**config.mk**
```make
export PLATFORM = sky130hd
export DESIGN_NAME = qn_square_lane
export DESIGN_NICKNAME = d
export VERILOG_FILES = /design/src/rtl/core/qn_pkg.sv /design/src/rtl/core/qn_square_lane.sv
export SDC_FILE = /design/constraint.sdc
export NUM_CORES = 1
export LEC_CHECK = 0
export BUFFER_PORTS_ARGS = -buffer_cell sky130_fd_sc_hd__buf_2
export CAP_MARGIN = 30
export CORE_ASPECT_RATIO = 0.6
export CORE_MARGIN = 1.5
export CORE_UTILIZATION = 45
export CTS_CLUSTER_DIAMETER = 50
export DETAILED_ROUTE_END_ITERATION = 12
export MAX_ROUTING_LAYER = met4
export PLACE_DENSITY = 0.73
export SLEW_MARGIN = 30
export SYNTH_ARGS = -nofsm -noshare
export SYNTH_HDL_FRONTEND = slang
export SYNTH_SLANG_ARGS = --single-unit
```
**constraint.sdc**
```tcl
create_clock -name aclk -period 7.2 [get_ports aclk]
set_input_delay 0 -clock aclk [delete_from_list [all_inputs] [get_ports aclk]]
set_output_delay 0 -clock aclk [all_outputs]
set_load 0.02 [all_outputs]
```
**src/rtl/core/qn_pkg.sv**
```systemverilog
package qn_pkg;

    localparam int QN_FRAC_BITS = 14;
    localparam int COMP_W       = 16;
    localparam int SQ_W         = 31;
    localparam int SUM_W        = 33;
    localparam int ROOT_W       = 17;
    localparam int LANES        = 4;

    typedef logic signed [COMP_W-1:0] comp_t;
    typedef comp_t [LANES-1:0] quad_t;

endpackage

```
**src/rtl/core/qn_square_lane.sv**
```systemverilog
module qn_square_lane
    import qn_pkg::*;
(
    input  logic            aclk,
    input  logic            ld,
    input  comp_t           comp,
    output comp_t           comp_out,
    output logic [SQ_W-1:0] sq_out
);

    logic signed [2*COMP_W-1:0] prod;
    comp_t                      comp_reg;
    logic [SQ_W-1:0]            sq_reg;

    assign prod = comp * comp;

    always_ff @(posedge aclk) begin
        if (ld) begin
            comp_reg <= comp;
            sq_reg   <= prod[SQ_W-1:0];
        end
    end

    assign comp_out = comp_reg;
    assign sq_out   = sq_reg;

endmodule

```
---- Word level (Yosys, flattened, before mapping) ----
Index checks and enable logic that the tools add are counted.
storage, ports and cells
  output and inout port bits .............. 47
  bits in registers ....................... 47
  input bits .............................. 18
  logic and storage cells ................. 3
operators by class
  multiply operators ...................... 1
operators by type and width
  cell              count
  $mul A16 B16 Y31  1

---- Logic depth before layout (Yosys ltp) ----
  depth in word-level cells ............... 1
  gate-level depth with buffers ........... 24
  mapped depth without buffers ............ 21

---- Worst setup path before layout ----
Ideal clock, no wire load.
  path type ............................... input port to flip-flop
  from .................................... input port comp[15]
  to ...................................... register sq_reg[27], in the netlist sq_out[27] (data pin)
  stages .................................. 22
  arrival ................................. 5525 ps
  slack ................................... 1414 ps
  required time ........................... 6939 ps
  library setup time ...................... 261 ps
  cell sequence ........................... clkbuf_1 buf_1 nand2_1 fa_1 inv_1 fa_1 inv_1 fa_1 fa_1 inv_1 fa_1 inv_1 fa_1 inv_1 ha_1 clkbuf_1 and3_1 clkbuf_1 nand2b_1 a21o_1 a21oi_1 a311o_1
between the ends
  cells in the longest elaborated chain, start to end .. 1
ends and longest elaborated chain
  what                    line                  RTL
  start: declaration      qn_square_lane.sv:6   input comp_t comp,
  $mul A16 B16 Y31        qn_square_lane.sv:15  assign prod = comp * comp;
  named net prod[27]      qn_square_lane.sv:11  logic signed [2*COMP_W-1:0] prod;
  end signal: assignment  qn_square_lane.sv:20  sq_reg <= prod[SQ_W-1:0];
  end: declaration        qn_square_lane.sv:13  logic [SQ_W-1:0] sq_reg;
The timed path passes the listed nets, and every way through them passes these cells.
A chain may end at the register's enable or synchronous reset.

---- Worst setup path in the final report ----
Same ends and word-level chain as after synthesis.

==> impl_metrics.csv <==
group,metric,value,unit
routing,num_vias,7317,
sta,slew_headroom,0.571,
clock_tree,clock-sinks,45,
job,cap_violations,0,
routing,viasPerCell,5.03,
routing,first_pass_iters,5,
die,row_count,43,
die,start_util,0.460,
final_layout,syn2layout_area_growth,7.29,%
grt,grtUsageTotal,0.220,
clock_tree,cts_buffer_depth,2,
hold_path,hold_path.class,"in2reg",
die,core-area,23200,µm²
logic_synthesis,synth-seq-area-share,0.127,
logic_synthesis,synth_area,10700,µm²
logic_synthesis,synth-edff-count,45,
place,placed_area,11300,µm²
die,die_h,122,µm
worst_setup_path,crit_type,"in2reg",
final_layout,layout_common_cells,"334 x inv_1, 229 x fa_1, 87 x nand2_1, 87 x ha_1, 62 x buf_2",
sta,fin_crit,6.54,ns
sta,hold_viol,0,
hold_path,holdPathStages,1,
logic_synthesis,synth_warnings,0,
place,hpwl,20600,µm
grt,antenna_found_initial,0,
grt,grt_pass1_vias,7683,
clock_tree,numCtsBuffers,5,
hold_path,min_from,"comp[12]",
routing,drt_first_iter_violations,585,
die,die_w,202,µm
worst_setup_path,start_kind,"input pin",
logic_synthesis,syn_nets,1429,
status,status,"complete, no violations",
routing,finalWirelength,24100,µm
routing,post-route-drc-count,0,
clock_tree,cts.clk_slew.worst_paths,0.07,ns
place,globalplace.congestion,1.02,
logic_synthesis,synth_seq_cells,45,
worst_setup_path,cp.arrival,6.61,ns
sta,rsz0062_at_grt,"false",
routing,ant_nets,0,
worst_setup_path,crit_path_end_kind,"register",
sta,slew_violations,0,
logic_synthesis,synth_ff_type,"edfxtp_1",
final_layout,diodes,0,
grt,grt_max_degree,46,
logic_synthesis,synth_cell_types,75,
final_layout,final_cell_area,11400,µm²
die,die-area,24700,µm²
logic_synthesis,postSynthCellCount,1095,
grt,grt_pass1_wl,40000,µm
worst_setup_path,critical_path.max_fanout,14,
sta,fmax,153,MHz
final_layout,final_nets,1474,
worst_setup_path,required,7.27,ns
place,port-buffer-count,63,
logic_synthesis,synth_area_leaders,"fa_1 43%, edfxtp_1 13%, inv_1 12%",
logic_synthesis,syn_avg_cell_area,9.74,µm²
sta,fin_tns_setup,0,ns
clock_tree,ctsResizeCount,0,
sta,setup_violations,0,
grt,grt-ovfl-total,0,
final_layout,final_common_cell,"inv_1",
clock_tree,h-tree-depth,2,
logic_synthesis,synth_top_area_frac,0.430,
clock_tree,root_buffer,"clkbuf_16",
sta,worst_pin_slew,0.644,ns
logic_synthesis,yosysTopAreaCell,"fa_1",
worst_setup_path,cp-startpoint,"comp[15]",
sta,period_share,0.908,
logic_synthesis,synthArstFlopShare,0,
hold_path,hold-path-endpoint,"comp_out[12]",
final_layout,drive_above_1_share,0.0929,
die,io_pins,65,
clock_tree,cts_tree,"done",
routing,wire_per_inst,16.5,µm
[worst max-delay path, cell delays in order]
cell and delay [ns]:
dlygate4sd3_1 0.53, buf_2 0.16, inv_1 0.43, nor2_1 0.18, fa_1 0.75, fa_1 0.58, inv_1 0.27, fa_1 0.49
fa_1 0.57, fa_1 0.44, fa_1 0.51, inv_1 0.05, ha_1 0.42, a21o_1 0.25, a21oi_1 0.34, nor2b_1 0.12
nor3_1 0.15, a21oi_1 0.06, a311o_1 0.32
[what timing repair did]
action	in CTS	in global routing
hold buffers	1	0
endpoints found under the hold margin	1	0
buffers inserted	0	0
[metrics by stage]
step	utilization	setup slack [ns]	std cells	hold slack (ns)
floorplan	-	1.41	1095	0.0989
global placement	0.486	1.10	1447	0.272
detailed placement	0.486	0.903	1447	0.270
CTS	0.493	0.677	1456	0.0571
global route	0.493	0.334	1456	0.0754
finish	0.493	0.662	1456	0.0802
[per-layer routing]
metal  GRT usage  up-vias  wire length, µm
met1       0.328     3640            11900
met4      0.0438        0              320
met2       0.304      296             9620
met5           -        -                0
met3      0.0518       17             2210
li1            -     3364                -
[cells by family (layout without fill, tap and decap cells)]
family | after synthesis | count (layout) | synth area share
AOI/OAI and AO/OA | 99 | 99 | 0.0756
xor gates and xnor gates | 36 | 36 | 0.0296
other | 1 | 1 | 0.000352
muxes | 4 | 4 | 0.00387
DFF | 45 | 45 | 0.127
and+or+nand+nor | 226 | 226 | 0.101
buffers and inverters | 368 | 414 | 0.131
adders and majority gates | 316 | 316 | 0.532
[synth_stat cells, types with 9 or more instances]
master,instances
and2_1,32
ha_1,87
a21oi_1,17
xor2_1,9
edfxtp_1,45
xnor2_1,27
fa_1,229
nor2_1,54
clkbuf_1,25
a21o_1,11
nand2_1,87
inv_1,334
o21ai_0,9
[area by class of cell]
class / count / area, µm²
clock buffer: 5 / 125
clock inverter: 3 / 25.0
fill: 2116 / 11700
inverter: 337 / 1260
multi-input combinational: 682 / 7910
sequential: 45 / 1350
tap: 315 / 394
timing repair buffer: 69 / 365
[sequential cells by signal, summed over array words and instances (netlist names)]
| register | flops |
|---|---|
| comp_out | 16 |
| sq_out | 29 |
[worst max-delay path by stage]
stage / endpoint / slack, ns / cells after the start
floorplan: sq_out[27] / 1.41 / 22
global placement: sq_out[27] / 1.10 / 18
detailed placement: sq_out[27] / 0.90 / 18
CTS: sq_out[27] / 0.68 / 19
global route: sq_out[27] / 0.33 / 19
finish: sq_out[27] / 0.66 / 19
Power is not shown: default switching activity piles up to over one toggle a cycle in this logic, so the estimate is an artifact.
