File: src/rtl/core/qn_pkg.sv
package qn_pkg;

    localparam int QN_FRAC_BITS = 14;
    localparam int COMP_W       = 16;
    localparam int SQ_W         = 31;
    localparam int SUM_W        = 33;
    localparam int ROOT_W       = 17;
    localparam int LANES        = 4;

    typedef logic signed [COMP_W-1:0] comp_t;
    typedef comp_t [LANES-1:0] quad_t;

endpackage

File: src/rtl/core/qn_div_lane.sv
module qn_div_lane
    import qn_pkg::*;
#(
    parameter int QW = QN_FRAC_BITS + 1
) (
    input  logic              aclk,
    input  logic [QW-1:0]     ld,
    input  comp_t             comp,
    input  logic [ROOT_W-1:0] root,
    output logic [QW-1:0]     quot,
    output logic              neg,
    output logic              zero
);

    localparam int RW = ROOT_W;

    logic [RW-1:0] mag;

    logic [RW-1:0] rem_reg  [QW];
    logic [QW-1:0] q_reg    [QW];
    logic [RW-1:0] m_reg    [QW];
    logic          neg_reg  [QW];
    logic          zero_reg [QW];

    logic [RW-1:0] rem_prev  [QW];
    logic [QW-1:0] q_prev    [QW];
    logic [RW-1:0] m_prev    [QW];
    logic          neg_prev  [QW];
    logic          zero_prev [QW];
    logic          nb_prev   [QW];

    assign mag = comp[COMP_W-1] ? RW'(-$signed({comp[COMP_W-1], comp}))
                                : RW'({1'b0, comp});

    genvar j;
    generate
        for (j = 0; j < QW; j++) begin : g_stage
            logic [RW:0] rem_sh;
            logic        ge;

            if (j == 0) begin : g_first
                // numerator is mag << frac; its low quotient-width bits are mag[0] then zeros
                assign rem_prev[j]  = mag >> 1;
                assign nb_prev[j]   = mag[0];
                assign q_prev[j]    = '0;
                assign m_prev[j]    = root;
                assign neg_prev[j]  = comp[COMP_W-1];
                assign zero_prev[j] = (root == '0);
            end else begin : g_rest
                assign rem_prev[j]  = rem_reg[j-1];
                assign nb_prev[j]   = 1'b0;
                assign q_prev[j]    = q_reg[j-1];
                assign m_prev[j]    = m_reg[j-1];
                assign neg_prev[j]  = neg_reg[j-1];
                assign zero_prev[j] = zero_reg[j-1];
            end

            assign rem_sh = {rem_prev[j], nb_prev[j]};
            assign ge     = rem_sh >= {1'b0, m_prev[j]};

            always_ff @(posedge aclk) begin
                if (ld[j]) begin
                    rem_reg[j]  <= ge ? RW'(rem_sh - {1'b0, m_prev[j]}) : rem_sh[RW-1:0];
                    q_reg[j]    <= {q_prev[j][QW-2:0], ge};
                    m_reg[j]    <= m_prev[j];
                    neg_reg[j]  <= neg_prev[j];
                    zero_reg[j] <= zero_prev[j];
                end
            end
        end
    endgenerate

    assign quot = q_reg[QW-1];
    assign neg  = neg_reg[QW-1];
    assign zero = zero_reg[QW-1];

endmodule

File: config.mk
export PLATFORM = sky130hd
export DESIGN_NAME = qn_div_lane
export DESIGN_NICKNAME = d
export VERILOG_FILES = /design/src/rtl/core/qn_pkg.sv /design/src/rtl/core/qn_div_lane.sv
export SDC_FILE = /design/constraint.sdc
export NUM_CORES = 1
export LEC_CHECK = 0
export BUFFER_PORTS_ARGS = -buffer_cell sky130_fd_sc_hd__buf_2
export CAP_MARGIN = 20
export CORE_ASPECT_RATIO = 0.8
export CORE_MARGIN = 4
export CORE_UTILIZATION = 65
export CTS_CLUSTER_DIAMETER = 40
export CTS_CLUSTER_SIZE = 25
export DETAILED_ROUTE_END_ITERATION = 16
export PLACE_DENSITY_LB_ADDON = 0.12
export SLEW_MARGIN = 20
export SYNTH_ARGS = -nofsm -noshare
export SYNTH_HDL_FRONTEND = slang
export SYNTH_SLANG_ARGS = --single-unit
File: constraint.sdc
create_clock -name aclk -period 10.5 [get_ports aclk]
set_input_delay 2.1 -clock aclk [delete_from_list [all_inputs] [get_ports aclk]]
set_output_delay 2.1 -clock aclk [all_outputs]
set_load 0.02 [all_outputs]
; ---- Word-level counts from Yosys, hierarchy flattened
; Memories as Yosys holds them, arrays and structs flattened.
; Cells that the tools add are included.
[word_totals]
reg_bits = 0
rom_bits = 0
mem_bits_rw = 765
output_inout_bits = 17
mem_count = 5
latchBits = 0
word_cells = 83
[op_classes]
addsub = 16
reduce_logical = 1
div_mod_pow = 0
n_bitwise = 0
shift = 0
mux = 46
n_eq_ne = 0
order_cmp = 15
mul = 0
[memory_table]
columns = name, words, width, read_ports, rd_clocked_by_memory_dff, write_ports, line_no
row1 = m_reg, 15, 17, 14, 0, 15, qn_div_lane.sv:21  ; logic [RW-1:0] m_reg [QW];
row2 = rem_reg, 15, 17, 14, 0, 15, qn_div_lane.sv:19  ; logic [RW-1:0] rem_reg [QW];
row3 = q_reg, 15, 15, 15, 0, 15, qn_div_lane.sv:20  ; logic [QW-1:0] q_reg [QW];
row4 = neg_reg, 15, 1, 15, 0, 15, qn_div_lane.sv:22  ; logic neg_reg [QW];
row5 = zero_reg, 15, 1, 15, 0, 15, qn_div_lane.sv:23  ; logic zero_reg [QW];
[op_table]
columns = operator, count
row1 = $mux 17, 16
row2 = $sub 17x17->17, 15
row3 = $ge 18x17->1, 14
row4 = $mux 1, 30
row5 = $ge 17x17->1, 1
row6 = $logic_not 17->1, 1
row7 = $neg 16->17, 1

; ---- Depth between registers and ports, before layout
[logic_depth]
ltp_word = 4
ltp_mapped = 17
mapped_depth_nobuf = 14

; ---- Worst setup path before layout
; Ideal clock, no wire load.
[synth_path]
path_kind = input to register
from = input port comp[6]
to = memory rem_reg[0][11] (netlist bit), data pin
t_required_ns = 10.232
path_slack_ns = 4.523
arrival_ns = 5.709
stages = 15
path_buffers = 2
cell_sequence = or4_4 -> or3_4 -> or4_4 -> or3_4 -> nand2_1 -> xnor2_1 -> ha_1 -> nand3_1 -> nor2_1 -> a21oi_1 -> or3b_2 -> o21ai_1 -> buf_2 -> clkbuf_1 -> o21ai_0
[synth_lines]
columns = item, line_no
row1 = from (decl), qn_div_lane.sv:8  ; input comp_t comp,
row2 = to (decl), qn_div_lane.sv:19

==> metrics.txt <==
Worst IR Drop VDD=0.156 mV; Avg WL per Cell=18.9 µm; Distinct cells, synth=78; placed cell count=3,486; Worst Path Class, Setup=in2reg; initial antenna violation count=0; worst-path cell chain=buf_2 -> or4_4 -> or3_4 -> or4_4 -> or3_4 -> nand2_1 -> xnor2_1 -> ha_1 -> nand3_1 -> nor2_1 -> a21oi_1 -> or3b_2 -> o21ai_1 -> buf_4 -> inv_1 -> mux2_1; outcome=completed; CP max-delay cell=or4_4; crit path DAT=6670 ps; GRT Total Usage=24.9%; Clock Skew=30.9 ps; mux share of post-synthesis cell area=4.04%; Buf+Inv Stages, Crit Path=3; DRT Pass-1 Iters=5; CTS resizes=0; worst hold stages=0; GRT overflow=0; crit-path max FO=22; pwr/cell area=292 nW/µm²; Ant. Diodes=0; CTS Buf Count=70; post-synthesis register bit count=626; PortBufs=65; Final Util=72.8%; Post-CTS Setup Bufs=0; worst setup margin=4190 ps; WHS Endpoint=q_reg[1][63]$_DFFE_PP_; DRC=0; TritonCTS clock tree=yes; final setup fails=0; Final Instance Count excl. Fillers=3,614; Post-Syn Nets=3,084; global-route wire length before repair=109,000 µm; EDFF count, synth=626; fraction of layout cells with a size suffix above 1=11.3%; Syn Area/Cell=12.1 µm²; cell taking the most area after synthesis=edfxtp_1; Synth Area in XOR/XNOR=5.27%; synthesized cell area=33,400 µm²; hold wc startpoint=q_reg[1][47]$_DFFE_PP_; hold slack=410 ps; Final #Nets=3,192; Synth Area in Compound Gates=11.5%; Simple-Gate Fraction of Synth Area=8.53%; P&R area growth vs syn=10.9%; combinational family with the most area after synthesis=compound AO/OA/AOI/OAI gates; hold_buf cts=0; drt initial violations=1,668; Worst Path Required=10,860 ps; Mapped Cells=2,766; DIE AREA=55,100 µm²; FF-to-FF End=rem_reg[0][132]$_DFFE_PP_; row cnt=74; core area=50,900 µm²; Synth Warn #=0; startpoint types=input port; CTS Buffer Depth=3; Commonest cells post-synth=626 x edfxtp_1, 315 x inv_1, 255 x ha_1, 197 x o21ai_0, 166 x nand2_1; gp weighted congestion=0.900; hpwl dp=49,900 µm; CP max stage delay=540 ps; I/O Pins=66; Max Slew Vio Count=0; static leakage=15.0 nW; antenna-violating nets left=0; dominant synthesized flop cell=edfxtp_1; fin crit share=60.1%; vias=21,300; total clock sinks=626; sequential area share after synthesis=56.3%; Initial Util=65.6%; CP delay by family, top=simple AND/OR/NAND/NOR gates; fraction of registers with async set/reset=0%; worst min path class=reg2reg; WL final=68,300 µm; pre-CTS setup slack=3550 ps; FF-to-FF path depth=10; maximum clock rate=158 MHz; Synth top area share=56.3%; vias in the first global route=20,800; worst reg2reg startpoint=m_reg[0][104]$_DFFE_PP_; most numerous cell in the Yosys netlist=edfxtp_1; largest net degree at the start of global routing=51; Clock Latency Late Sink=610 ps; minimum clock period=6310 ps; Synth area leaders=edfxtp_1 56%, ha_1 9.5%, inv_1 3.5%; H-tree depth=3; Final Hold Vio Count=0; setup TNS=0 ps; max_cap viols=0; vias per std cell=5.90; CP Capture Type=flop; chip width=261 µm; worst slew pin tran=1080 ps; Synth Area in Adders=10.4%; relative slew slack=28.2%; root buffer cell=clkbuf_16; reg2reg setup slack=6620 ps; Die Y=211 µm; RSZ-0062 raised after global routing=false; Worst-path clk slew=70 ps
[through the flow]
stage | power, mW | area [µm²]
final | 10.8 | 37100
after global routing | 11.5 | 37100
after CTS | 10.9 | 37100
after detailed placement | 8.19 | 34500
after global placement | 8.03 | 34500
after floorplan | 7.18 | 33400
[how the worst max path moves through the flow]
stage / endpoint / startpoint / cells after the start
6_report: rem_reg[0][15]$_DFFE_PP_ / comp[6] / 16
2_1_floorplan: rem_reg[0][11]$_DFFE_PP_ / comp[6] / 15
4_1_cts: rem_reg[0][15]$_DFFE_PP_ / comp[6] / 16
3_3_place_gp: rem_reg[0][15]$_DFFE_PP_ / comp[6] / 16
5_1_grt: rem_reg[0][15]$_DFFE_PP_ / comp[6] / 16
3_5_place_dp: rem_reg[0][15]$_DFFE_PP_ / comp[6] / 16
[kinds of logic (layout without fill, tap and decap cells)]
group	Yosys count	in the layout
fa+ha+maj	269	269
buf+inv	352	516
simple gates	577	577
compound gates	619	619
mux	121	121
flops	626	626
xor+xnor	201	201
other cells	1	1
[layout by cell type, fill, tap and decap left out, drive strengths merged, types with 19 or more instances in the layout]
cell type  count
edfxtp       626
inv          334
ha           255
o21ai        209
nand2        166
nor2         149
a21oi        148
xnor2        113
mux2         111
xor2          88
clkbuf        76
buf           73
a21o          68
nand2b        46
nor3          44
nor2b         39
nand3         33
o21a          31
a31oi         25
nand4         22
a211oi        21
clkinv        21
and3          19
[area by class of cell]
type	instances	area [µm²]
flip-flops and latches	626	18800
fillers	3468	13900
multi-input cells	1788	13300
clock buffers	76	1820
inverters	315	1180
well taps	684	856
clock inverters	52	713
repair buffers	73	390
[metal layers]
metal / track usage, % / vias up / wire, µm
met5: 0 / - / 0
met4: 6.46 / 0 / 1590
met1: 34.6 / 10300 / 30400
met2: 41.3 / 580 / 32800
met3: 4.39 / 124 / 3520
li1: - / 10400 / -
[report_power, final]
group | total (mW) | switching [mW] | internal (mW)
logic | 4.26 | 2.34 | 1.93
registers | 3.96 | 0.332 | 3.63
clock network | 2.61 | 1.11 | 1.50
No activity file was read; power rests on OpenSTA's default activity.
