===== config.mk =====
export PLATFORM = sky130hd
export DESIGN_NAME = qn_isqrt
export DESIGN_NICKNAME = d
export VERILOG_FILES = /design/src/rtl/core/qn_pkg.sv /design/src/rtl/core/qn_isqrt.sv
export SDC_FILE = /design/constraint.sdc
export NUM_CORES = 1
export LEC_CHECK = 0
export BUFFER_PORTS_ARGS = -buffer_cell sky130_fd_sc_hd__clkbuf_2
export CORE_ASPECT_RATIO = 1.5
export CORE_MARGIN = 2
export CORE_UTILIZATION = 55
export CTS_CLUSTER_DIAMETER = 40
export CTS_CLUSTER_SIZE = 12
export DETAILED_ROUTE_END_ITERATION = 8
export PLACE_DENSITY = 0.74
export SLEW_MARGIN = 20
export SYNTH_ARGS = -nofsm -noshare
export SYNTH_HDL_FRONTEND = slang
export SYNTH_SLANG_ARGS = --single-unit

===== constraint.sdc =====
create_clock -name aclk -period 3 [get_ports aclk]
set_input_delay 0.6 -clock aclk [delete_from_list [all_inputs] [get_ports aclk]]
set_output_delay 0.6 -clock aclk [all_outputs]
set_load 0.005 [all_outputs]

===== src/rtl/core/qn_pkg.sv =====
package qn_pkg;

    localparam int QN_FRAC_BITS = 14;
    localparam int COMP_W       = 16;
    localparam int SQ_W         = 31;
    localparam int SUM_W        = 33;
    localparam int ROOT_W       = 17;
    localparam int LANES        = 4;

    typedef logic signed [COMP_W-1:0] comp_t;
    typedef comp_t [LANES-1:0] quad_t;

endpackage


===== src/rtl/core/qn_isqrt.sv =====
module qn_isqrt
    import qn_pkg::*;
(
    input  logic              aclk,
    input  logic [ROOT_W-1:0] ld,
    input  logic [SUM_W-1:0]  sum_in,
    input  quad_t             quad_in,
    output logic [ROOT_W-1:0] root_out,
    output quad_t             quad_out
);

    localparam int SW  = 2 * ROOT_W;
    localparam int RMW = ROOT_W + 2;

    logic [SW-1:0]     s_reg    [ROOT_W];
    logic [RMW-1:0]    rem_reg  [ROOT_W];
    logic [ROOT_W-1:0] root_reg [ROOT_W];
    quad_t             quad_reg [ROOT_W];

    logic [SW-1:0]     s_prev    [ROOT_W];
    logic [RMW-1:0]    rem_prev  [ROOT_W];
    logic [ROOT_W-1:0] root_prev [ROOT_W];
    quad_t             quad_prev [ROOT_W];

    genvar j;
    generate
        for (j = 0; j < ROOT_W; j++) begin : g_stage
            logic [RMW+1:0] rem_sh;
            logic [RMW+1:0] trial;
            logic           ge;

            if (j == 0) begin : g_first
                assign s_prev[j]    = SW'(sum_in);
                assign rem_prev[j]  = '0;
                assign root_prev[j] = '0;
                assign quad_prev[j] = quad_in;
            end else begin : g_rest
                assign s_prev[j]    = s_reg[j-1];
                assign rem_prev[j]  = rem_reg[j-1];
                assign root_prev[j] = root_reg[j-1];
                assign quad_prev[j] = quad_reg[j-1];
            end

            // two radicand bits per step
            assign rem_sh = {rem_prev[j], s_prev[j][SW-1:SW-2]};
            assign trial  = (RMW+2)'({root_prev[j], 2'b01});
            assign ge     = rem_sh >= trial;

            always_ff @(posedge aclk) begin
                if (ld[j]) begin
                    s_reg[j]    <= {s_prev[j][SW-3:0], 2'b00};
                    rem_reg[j]  <= ge ? RMW'(rem_sh - trial) : rem_sh[RMW-1:0];
                    root_reg[j] <= {root_prev[j][ROOT_W-2:0], ge};
                    quad_reg[j] <= quad_prev[j];
                end
            end
        end
    endgenerate

    assign root_out = root_reg[ROOT_W-1];
    assign quad_out = quad_reg[ROOT_W-1];

endmodule


# Word level (Yosys, flattened, before mapping)
# Memory sizes are Yosys's and may differ from the RTL's.
# Cells that the tools add are included.
[totals]
ff_bits = 0
mem_bits_rw = 2244
in_bits = 115
output_inout_bits = 81
wordCells = 89
memories = 4
[mem_list]
columns = ["memory", "depth", "word_bits", "rd", "rd_ports_with_merged_regs", "wr", "line_no", "text"]
rows = [
  ["quad_reg", 17, 64, 17, 0, 17, "qn_isqrt.sv:18", "quad_t quad_reg [ROOT_W];"],
  ["s_reg", 17, 32, 16, 0, 17, "qn_isqrt.sv:15", "logic [SW-1:0] s_reg [ROOT_W];"],
  ["rem_reg", 17, 19, 16, 0, 17, "qn_isqrt.sv:16", "logic [RMW-1:0] rem_reg [ROOT_W];"],
  ["root_reg", 17, 17, 17, 0, 17, "qn_isqrt.sv:17", "logic [ROOT_W-1:0] root_reg [ROOT_W];"],
]
[classes]
addsub = 17
order_cmp = 17
muxes = 51
[ops]
columns = ["op", "n"]
rows = [
  [">= comparator 21 x 19 -> 1 bit", 16],
  ["2-to-1 mux 19 bit", 17],
  ["subtractor 19 bit", 16],
  ["2-to-1 mux 1 bit", 34],
  ["subtractor 1 x 1 -> 2 bit (second input constant)", 1],
  [">= comparator 1 bit (second input constant)", 1],
]

# Longest topological paths before layout
# An unclocked memory read counts as a cell.
[logic_depth]
depth_word = 3
ltp_mapped = 12

# Least setup slack after synthesis
# No wires, ideal clock.
[synth_path]
path_type = "register to register"
start = "mem rem_reg[0][236] (netlist name)"
end = "mem rem_reg[0][255] (netlist name), data pin"
setup_time_ns = 0.260
t_arrival_ns = 2.674
path_slack_ns = 0.066
stages_incl_launch_ff = 11
period_less_slack_ns = 2.934
cell_sequence = "edfxtp_1 ha_1 a21o_1 a21o_1 a221o_1 o21a_1 o21ai_2 and2_1 buf_2 buf_4 mux2_2"
[synth_lines]
columns = ["element", "line_no"]
rows = [
  ["start: declaration", "qn_isqrt.sv:16"],
]

==> flow_metrics.py <==
metrics = {
    "outcome": {
        "status": "complete, no violations",
    },
    "timing": {
        "worstMarginPinSlew_ns": 0.646,
        "finalSetupTns_ns": 0,
        "hold_viol_final": 0,
        "max_freq_ghz": 0.348,
        "holdWs_ns": 0.228,
        "finClkSkew_ns": 0.0675,
        "min_period_ns": 2.87,
        "drv_slew": 0,
        "slew_headroom_pct": 56.6,
        "min_period_over_period_pct": 95.8,
        "setup_violations": 0,
        "rsz0062_at_grt": "false",
    },
    "placed_design": {
        "place_area_sq_um": 69100,
        "port_buffers": 195,
        "dp_hpwl_mm": 64.6,
        "gp_congestion": 0.920,
    },
    "die": {
        "initial_core_util_pct": 55.5,
        "die_w_microns": 285,
        "rows": 154,
        "die_area_sq_um": 121000,
        "die_h_microns": 426,
        "pin_count": 196,
        "core_sq_um": 118000,
    },
    "synthesis": {
        "synth_compound_area_share_pct": 4.58,
        "ys_ff_latch": 1791,
        "async_flop_share_pct": 0,
        "synth_fa_ha_area_share_pct": 3.26,
        "avgSynthCellArea_sq_um": 18.4,
        "synth_mux_area_share_pct": 0.890,
        "synthCells": 3547,
        "synthTopCellsByArea": "edfxtp_1, ha_1, xnor2_1",
        "synthTopCellsByCount": "edfxtp_1, inv_1, nor2_1, ha_1, a21oi_1",
        "yosys.area_share.simple_pct": 4.72,
        "syn-cell-area_sq_um": 65200,
        "synth_edf_count": 1791,
        "synth_cell_type_count": 74,
        "yosysMostFrequentCell": "edfxtp_1",
        "yosysSeqAreaShare_pct": 82.5,
        "yosysWarnings": 0,
        "synth_top_area_share_pct": 82.5,
        "synth_top_family_by_area": "simple AND/OR/NAND/NOR gates",
        "synth_ff_type": "edfxtp_1",
        "synth_nets": 3832,
        "synth_xor_area_share_pct": 2.59,
        "yosys.area.top_type": "edfxtp_1",
    },
    "global_route": {
        "globalRoute.totalOverflow": 0,
        "grt.total_usage_pct": 16.7,
        "grt_max_degree": 65,
        "grt_pass1_vias": 31551,
        "grt_pass1_wl_mm": 159,
        "grt_antenna_before_repair": 1,
    },
    "setup_path": {
        "crit_path_start_kind": "flip-flop",
        "worstPathArrival_ns": 3.39,
        "crit_path_max_fanout": 16,
        "critical_path_required_ns": 3.52,
        "crit_path_end_kind": "flip-flop",
        "crit_type": "reg -> reg",
    },
    "min_path": {
        "hp-class": "in -> reg",
    },
    "routing": {
        "drc": 0,
        "avgRoutedWirePerCell_microns": 17.2,
        "first_pass_iters": 5,
        "via_count": 29825,
        "wl_mm": 98.6,
        "first_iter_violations": 1515,
        "viasPerCell": 5.22,
        "ant_nets": 0,
    },
    "final_layout": {
        "drive_gt1_share_pct": 14.7,
        "largest_register_ffs": 1088,
        "syn_to_final_growth_pct": 15.5,
        "stdcell_area_sq_um": 75300,
        "nets": 4382,
    },
    "power": {
        "vdd_drop_max_mv": 0.584,
        "p_seq_share_pct": 55.8,
        "p_leak_nw": 27.5,
        "clockPowerShare_pct": 36.6,
        "power_density_nw_per_um2": 730,
        "switching_power_mw": 12.0,
        "netSwitchingFraction_pct": 21.8,
        "comb_power_share_pct": 7.6,
        "p_int_mw": 43.0,
    },
    "cts": {
        "root_buffer": "clkbuf_16",
        "cts.htree.levels": 4,
        "cts_tree": "built",
        "clk_path_buf_depth": 3,
        "path_clk_slew_ns": 0.06,
        "clock-sinks": 1791,
        "cts_buffers": 181,
        "insertion_delay_ns": 0.79,
    },
    "job": {
        "maxCapViolations": 0,
    },
}
## kinds of logic after synthesis
kind of cell    count (synthesis)
compound gates                467
mux                            52
buf+inv                       252
other cells                     1
fa+ha+maj                     170
simple gates                  621
xor+xnor                      193
flops                        1791
## area by class of cell
type,instances,area [sq um]
Sequential cell,1791,53800
Fill cell,7940,42200
Multi-Input combinational cell,1504,10500
Clock buffer,191,4610
Timing Repair Buffer,400,3050
Tap cell,1560,1950
Inverter,219,822
Clock inverter,48,614
Antenna cell,1,2.50
## power by group through the flow
stage               logic (mW)  registers (mW)  clock network (mW)
global placement          3.95            31.1                   0
finish                    4.20            30.7                20.1
CTS                       4.20            30.7                20.6
detailed placement        4.06            31.2                   0
global route              4.71            30.9                21.5
floorplan                 2.64            30.8                   0
## final timing paths
kind / slack (ns) / end / startpoint / cells after the start
max: 0.13 / rem_reg[0][215] / rem_reg[0][192] / 8
min: 0.23 / quad_reg[2][34] / ld[16] / 1
max reg2reg: 0.13 / rem_reg[0][215] / rem_reg[0][192] / 8
min reg2reg: 0.39 / quad_reg[1][104] / quad_reg[1][40] / 0
## metal layers
| metal | vias to the layer above | share of wire (%) | track usage [%] |
|---|---|---|---|
| met4 | 0 | 4.6 | 8.89 |
| met5 | - | 0 | 0 |
| met2 | 654 | 57 | 32.5 |
| li1 | 14596 | - | - |
| met1 | 14276 | 35 | 16.6 |
| met3 | 299 | 3.3 | 3.06 |
## worst max-delay path: stages, from the launching register on
cell      delay (ns)
edfxtp_1        0.41
ha_1            0.36
a21oi_1         0.24
nor3b_2         0.32
a211oi_1        0.17
o41ai_2         0.41
nand2_1         0.19
buf_4           0.23
mux2_2          0.28
## cells in the final DEF (no fill, tap or decap), types with 10 or more instances in the layout
cell type / n
buf_12: 20
buf_4: 105
a211oi_1: 11
nor2b_1: 25
clkbuf_2: 178
nand4_1: 28
clkbuf_16: 183
a31oi_1: 13
a21boi_0: 13
nor2_1: 190
o21a_1: 53
o31ai_1: 11
a21oi_1: 139
o211ai_1: 12
nor4_1: 28
nand2_1: 126
edfxtp_1: 1791
and2_1: 10
dlygate4sd3_1: 97
nand3_1: 36
ha_1: 170
or3_1: 27
nand2b_1: 18
xor2_1: 86
a21o_1: 35
or2_2: 12
inv_1: 219
xnor2_1: 107
or4_1: 13
o21ai_0: 100
o21bai_1: 11
nor3_1: 67
mux2_2: 48
## stage by stage
stage                     std cells  util (%)  power [mW]  setup WS (ns)
after floorplan                3547         -        33.5         0.0658
after global placement         5376      58.8        35.1          0.176
after detailed placement       5376      58.8        35.2         0.0315
after CTS                      5712      64.1        55.5         0.0682
after global routing           5714      64.1        57.1         0.0175
final                          5714      64.1        55.0          0.126
## repair_timing
| action | 4_1_cts | 5_1_grt |
|---|---|---|
| hold endpoints to repair | 97 | 0 |
| resized for setup | 1 | 6 |
| hold buffers | 97 | 0 |
| setup endpoints to repair | 4 | 27 |
| pin swaps | 0 | 2 |
| setup buffers | 0 | 1 |
| cloned | 0 | 0 |
Power figures use the tool's default switching activity.
